`src/sv/fs_trk_pkg.sv`:
```
`timescale 1ns / 1ps
`default_nettype none
// ----------------------------------------------------------------------------
// fs_trk_pkg
// Shared constants, operation codes and controller/datapath handshake types.
// ----------------------------------------------------------------------------
package fs_trk_pkg;

    localparam int CAPACITY_DEF = 64;
    localparam int KEY_BITS_DEF = 104;

    localparam int KEY_W     = 104;
    localparam int KEY_LO_W  = 64;
    localparam int KEY_HI_W  = 40;
    localparam int OP_W      = 2;
    localparam int LEN_W     = 16;
    localparam int TIME_W    = 64;
    localparam int CNT_W     = 7;
    localparam int CTR_W     = 64;

    localparam logic [OP_W-1:0] OP_TRACK  = 2'd0;
    localparam logic [OP_W-1:0] OP_SWEEP  = 2'd1;
    localparam logic [OP_W-1:0] OP_EXPORT = 2'd2;
    localparam logic [OP_W-1:0] OP_UNUSED = 2'd3;

    typedef struct packed {
        logic load;       // latch the input item, restart the scan
        logic rd;         // read all slot memories at the scan address
        logic inc;        // advance the scan address
        logic capt_hit;   // remember the hit slot and its counters
        logic capt_free;  // remember the lowest free slot
        logic clr_valid;  // free the scanned slot
        logic capt_pend;  // hold the scanned slot as next export record
        logic fin;        // finish the item: write back and emit last result
    } t_cmd;

    typedef struct packed {
        logic [OP_W-1:0] op;
        logic hit;
        logic slot_free;
        logic expire;
        logic elig;
        logic scan_last;
        logic out_free;
        logic at_limit;
        logic pend_valid;
        logic free_found;
    } t_stat;

endpackage
`default_nettype wire

```
`src/sv/fs_trk_ctrl.sv`:
```
`timescale 1ns / 1ps
`default_nettype none
// ----------------------------------------------------------------------------
// fs_trk_ctrl
// Sequencer: accepts an item, walks the slots read/evaluate (an unused code skips the walk), then finishes.
// ----------------------------------------------------------------------------
module fs_trk_ctrl (
    input  wire logic                        i_clk,
    input  wire logic                        i_rst_n,
    input  wire logic                        i_valid,
    output logic                             o_ready,
    input  wire logic [fs_trk_pkg::OP_W-1:0] i_operation,
    input  wire fs_trk_pkg::t_stat           i_stat,
    output fs_trk_pkg::t_cmd                 o_cmd
);

    localparam logic [1:0] S_IDLE = 2'd0;
    localparam logic [1:0] S_READ = 2'd1;
    localparam logic [1:0] S_EVAL = 2'd2;
    localparam logic [1:0] S_FIN  = 2'd3;

    logic [1:0] r_state, n_state;
    logic       w_next;   // move on to the next slot

    always_comb begin
        n_state = r_state;
        o_cmd   = '0;
        o_ready = 1'b0;
        w_next  = 1'b0;
        case (r_state)
            S_IDLE: begin
                o_ready = 1'b1;
                if (i_valid) begin
                    o_cmd.load = 1'b1;
                    n_state = (i_operation == fs_trk_pkg::OP_UNUSED) ? S_FIN : S_READ;
                end
            end
            S_READ: begin
                o_cmd.rd = 1'b1;
                n_state  = S_EVAL;
            end
            S_EVAL: begin
                case (i_stat.op)
                    fs_trk_pkg::OP_TRACK: begin
                        if (i_stat.hit) begin
                            o_cmd.capt_hit = 1'b1;
                            n_state = S_FIN;
                        end else begin
                            o_cmd.capt_free = i_stat.slot_free && !i_stat.free_found;
                            w_next = 1'b1;
                        end
                    end
                    fs_trk_pkg::OP_SWEEP: begin
                        o_cmd.clr_valid = i_stat.expire;
                        w_next = 1'b1;
                    end
                    fs_trk_pkg::OP_EXPORT: begin
                        if (i_stat.elig) begin
                            if (i_stat.at_limit) begin
                                n_state = S_FIN;
                            end else if (!i_stat.pend_valid || i_stat.out_free) begin
                                o_cmd.capt_pend = 1'b1;
                                w_next = 1'b1;
                            end
                        end else begin
                            w_next = 1'b1;
                        end
                    end
                    default: begin
                        n_state = S_FIN;
                    end
                endcase
                if (w_next) begin
                    if (i_stat.scan_last) begin
                        n_state = S_FIN;
                    end else begin
                        o_cmd.inc = 1'b1;
                        n_state = S_READ;
                    end
                end
            end
            S_FIN: begin
                if (i_stat.out_free) begin
                    o_cmd.fin = 1'b1;
                    n_state = S_IDLE;
                end
            end
            default: begin
                n_state = S_IDLE;
            end
        endcase
    end

    always_ff @(posedge i_clk) begin
        if (!i_rst_n) begin
            r_state <= S_IDLE;
        end else begin
            r_state <= n_state;
        end
    end

endmodule
`default_nettype wire

```
`config.mk`:
```
export PLATFORM = sky130hd
export DESIGN_NAME = fs_trk_ctrl
export DESIGN_NICKNAME = d
export VERILOG_FILES = /design/src/sv/fs_trk_pkg.sv /design/src/sv/fs_trk_ctrl.sv
export SDC_FILE = /design/constraint.sdc
export NUM_CORES = 1
export LEC_CHECK = 0
export BUFFER_PORTS_ARGS = -buffer_cell sky130_fd_sc_hd__buf_2
export CAP_MARGIN = 25
export CELL_PAD_IN_SITES_DETAIL_PLACEMENT = 0
export CELL_PAD_IN_SITES_GLOBAL_PLACEMENT = 1
export CORE_AREA = 2 2 39 41
export CTS_CLUSTER_SIZE = 8
export DETAILED_ROUTE_END_ITERATION = 8
export DIE_AREA = 0 0 41 43
export GPL_ROUTABILITY_DRIVEN = 0
export GPL_TIMING_DRIVEN = 0
export PLACE_DENSITY = 0.67
export REMOVE_ABC_BUFFERS = 1
export SYNTH_ARGS = -nofsm -noshare
export SYNTH_HDL_FRONTEND = slang
export SYNTH_SLANG_ARGS = --single-unit
```
`constraint.sdc`:
```
create_clock -name i_clk -period 2.16 [get_ports i_clk]
set_clock_uncertainty 0.05 [all_clocks]
set_input_delay 0.432 -clock i_clk [delete_from_list [all_inputs] [get_ports i_clk]]
set_output_delay 0.432 -clock i_clk [all_outputs]
set_load 0.02 [all_outputs]
```
# [Word-level counts from Yosys, hierarchy flattened]
# Index checks and enable logic that the tools add are counted.
[classes] n_eq_ne=12 n_mux=31 n_reduce_logical=7
[ops] operator="$mux 1" n=18
[ops] operator="$mux 2" n=9
[ops] operator="$ne 4x4->1 const B" n=3
[ops] operator="$eq 2x2->1 const B" n=4
[ops] operator="$pmux 2 s4" n=1
[ops] operator="$pmux 2 s3" n=1
[ops] operator="$reduce_and 6->1" n=1
[ops] operator="$mux 5" n=1
[ops] operator="$eq 2x1->1 const B" n=2
[ops] operator="$logic_not 2->1" n=2
[ops] operator="$ne 2x2->1 const B" n=2
[ops] operator="$ne 3x3->1 const B" n=1
[ops] operator="$pmux 1 s3" n=1
[ops] operator="$logic_not 1->1" n=2
[ops] operator="$logic_and 1x1->1" n=1
[ops] operator="$logic_or 1x1->1" n=1
[word_totals] output_inout_bits=9 reg_bits=2 input_bits=16

# [Logic depth before layout (Yosys ltp)]
[depth] word_depth=9 depth_mapped=4 ltp_nobuf=4

# [Worst setup path after synthesis]
# No wires, ideal clock.
[synth_path] kind="input -> output" from="in i_stat[8] (netlist name)" to="out o_cmd[3] (netlist name)" cell_stages=2 arrival_time_ps=1408 slack_ps=270 required_ps=1678 path_buffers=0 path_cell_list="or4b_1 nor3_1"
[synth_rtl] item="start: declaration" line="fs_trk_ctrl.sv:13" rtl="input wire fs_trk_pkg::t_stat i_stat,"
[synth_rtl] item="end: declaration" line="fs_trk_ctrl.sv:14" rtl="output fs_trk_pkg::t_cmd o_cmd"

==> results by group <==
Outcome
  – Status: completed

Job
  – Max_cap viols: 0

Setup path
  – Reg2reg setup slack: 0.96 ns
  – Startpoint types: flip-flop
  – CP max stage cell: dfxtp_1
  – CP arrival: 1.39 ns
  – Required time of the critical path: ~1.7 ns
  – Critical Path Fanout Max: 7
  – Worst path max stage delay: roughly 0.45 ns
  – FF-to-FF Start: r_state[1]$_SDFFE_PN0P_
  – Worst-path cell chain: nand2b_4, nor4_4, nor2b_1, buf_2
  – Reg-to-reg endpoint: r_state[1]$_SDFFE_PN0P_
  – Worst Path Class, Setup: flip-flop to output port
  – Crit end category: output port
  – Worst R2R Path Depth: 4

Floorplanning
  – Die Span X: 41 um
  – Die Y-Extent: 43 um
  – Die area: about 1800 um2
  – Core Footprint: between 1000 and 1500 um2
  – Io pins: 25
  – Cell row count: 14
  – Initial Util: 0.173

Synthesis
  – Flip-flop and latch count after synthesis: 2
  – Mean Syn Cell Area: 7.71 um2
  – Largest cells by area after synthesis: dfxtp_1 17%, nor4_4 8.9%, and2b_1 6.3%
  – Post-Synthesis Cells: 31
  – Largest family of logic cells by synthesized area: simple AND/OR/NAND/NOR gates
  – Synth Warn #: 0
  – Complex-gate fraction of the synthesized area: 0.209
  – Share of Yosys cell area claimed by the top area cell type: 0.168
  – Synth Area in Simple Gates: 0.623
  – Synth cell types: 22
  – Post-synth top area cell: dfxtp_1
  – Synthesized area: roughly 240 um2
  – Seq/Total Area, Yosys: 0.168
  – Synth Area in Adders: 0
  – Post-Synth XOR/XNOR Area: 0
  – Post-synthesis mux area share: 0

Worst hold path
  – Hold crit path type: primary input to flip-flop
  – WHS Endpoint: r_state[1]$_SDFFE_PN0P_
  – Hold path cells: 3
  – Min-Delay Startpoint: i_rst_n

STA
  – Setup TNS: 0 ns
  – Setup Viol. Count Final: 0
  – Fmax: about 530 MHz
  – RSZ-0062 raised after global routing: false
  – Period utilisation layout: 0.868
  – Crit path time final: ~1.9 ns
  – Slew Viols, Final: 0
  – Rel. slew slack: 0.727
  – Worst Tran Pin Value: between 0.4 and 0.5 ns
  – Final Hold Viols: 0
  – Hold slack: 0.496 ns

Finish
  – Nets: 76
  – Utilization after layout: 0.290
  – Most frequent cells in the layout: 24 x buf_2, 4 x nand2_1, 4 x nor2_1
  – Diodes inserted: 0
  – Layout area overhead: 68.1%
  – Commonest non-fill, non-tap cell in the layout: buf_2
  – Max reg flops: 2
  – Number of fill cells: approximately 170
  – Regs by FF count: r_state (2)
  – Area of the multi-input gates: ~200 um2
  – Register Area: 40.0 um2
  – Layout cells sized above 1: 0.500
  – Largest Register: r_state

Clocking
  – Inserted Clock Buffers: 3
  – CTS tree: yes
  – Clock slew seen by the registers of the worst setup and hold paths: 0.03 ns
  – Clock Path Buffers: 2
  – Hold-fix buffers, CTS: 0
  – # resized after CTS: 0
  – Clock latency on the worst-skew pair: about 0.22 ns
  – Clock root buffer: clkbuf_4
  – Setup bufs post-CTS: 0
  – # H-tree levels: 1
  – Sink Count: 2

Route
  – Via density: ~4.4
  – Post-route ant nets: 0
  – Vias: 325
  – Post-route DRC: 0
  – Final WL: approximately 670 um
  – DR iter-0 viols: 1
  – First-pass iteration count of the detailed router: 3
  – Routed len/inst: 8.99 um

Global route
  – Grt ovf: 0
  – Tot GR Track Use: 0.0721
  – Pin count of the biggest net entering global routing: 8
  – Vias in the first global route: 251
  – First-pass GRT wire length: about 900 um
  – Initial antenna violation count: 0

Power and ir drop
  – Leak: 0.200 nW
  – Peak supply drop: ~0.13 mV
  – Pwr Density: 577 nW/um2
  – Tot Pwr: approximately 0.23 mW

Placed design
  – Port bufs: 24
  – Dpl hpwl: around 540 um
==> Yosys cell counts <==
| library cell | n |
|---|---|
| nand2b_1 | 1 |
| a211oi_1 | 1 |
| nor3b_1 | 1 |
| a21boi_0 | 1 |
| nor3_1 | 2 |
| dfxtp_1 | 2 |
| o21ai_0 | 1 |
| and2b_1 | 2 |
| nand2_1 | 4 |
| o31ai_1 | 1 |
| or4b_1 | 1 |
| nor4_4 | 1 |
| o2bb2ai_1 | 1 |
| nand3b_1 | 1 |
| a32oi_1 | 1 |
| nand2b_4 | 1 |
| nor4b_1 | 1 |
| nor2b_1 | 1 |
| and2_1 | 1 |
| nor2_1 | 4 |
| a21oi_1 | 1 |
| and3_1 | 1 |
==> cell type report <==
type / instances / share of cell area
Sequential cell: 2 / 0.0997
Tap cell: 16 / 0.0498
Timing Repair Buffer: 24 / 0.299
Multi-Input combinational cell: 29 / 0.495
Clock buffer: 3 / 0.0561
==> critical path, delay by kind of cell, from the launching register on <==
kind | cells | cell delay [ns]
flip-flops | 1 | 0.45
AND/OR/NAND/NOR | 3 | 0.54
buffers and inverters | 1 | 0.17
==> stage by stage <==
| stage | setup WS [ns] | instances | area [um2] |
|---|---|---|---|
| 2_1_floorplan | 0.270 | 31 | 239 |
| 6_report | 0.284 | 74 | 402 |
| 3_3_place_gp | 0.315 | 71 | 379 |
| 4_1_cts | 0.256 | 74 | 402 |
| 3_5_place_dp | 0.323 | 71 | 379 |
| 5_1_grt | 0.177 | 74 | 402 |
==> per-layer routing <==
layer,part of all wire,vias up,GRT usage
li1,-,172,-
met1,0.46,134,0.0924
met2,0.43,19,0.116
met3,0.12,0,0
met4,0,0,0.0400
met5,0,-,0
==> worst max-delay path by stage <==
stage / start / slack [ns] / endpoint / depth (start not counted)
finish: r_state[1]$_SDFFE_PN0P_ / 0.28 / o_cmd[1] / 4
global route: r_state[1]$_SDFFE_PN0P_ / 0.18 / o_cmd[1] / 4
floorplan: i_stat[8] / 0.27 / o_cmd[3] / 2
global placement: i_stat[8] / 0.31 / o_cmd[3] / 4
CTS: r_state[1]$_SDFFE_PN0P_ / 0.26 / o_cmd[1] / 4
detailed placement: i_stat[8] / 0.32 / o_cmd[3] / 4
==> power breakdown <==
group          switching, mW  internal (mW)  total, mW
clock network         0.0188         0.0611     0.0799
registers             0.0123         0.0439     0.0562
logic                 0.0527         0.0429     0.0956
==> logic make-up (layout without fill, tap and decap cells) <==
group | count (synthesis) | after routing
flops | 2 | 2
compound gates | 7 | 7
buf+inv | 0 | 27
simple gates | 22 | 22
Note: power is estimated with default switching activity, not from simulation.
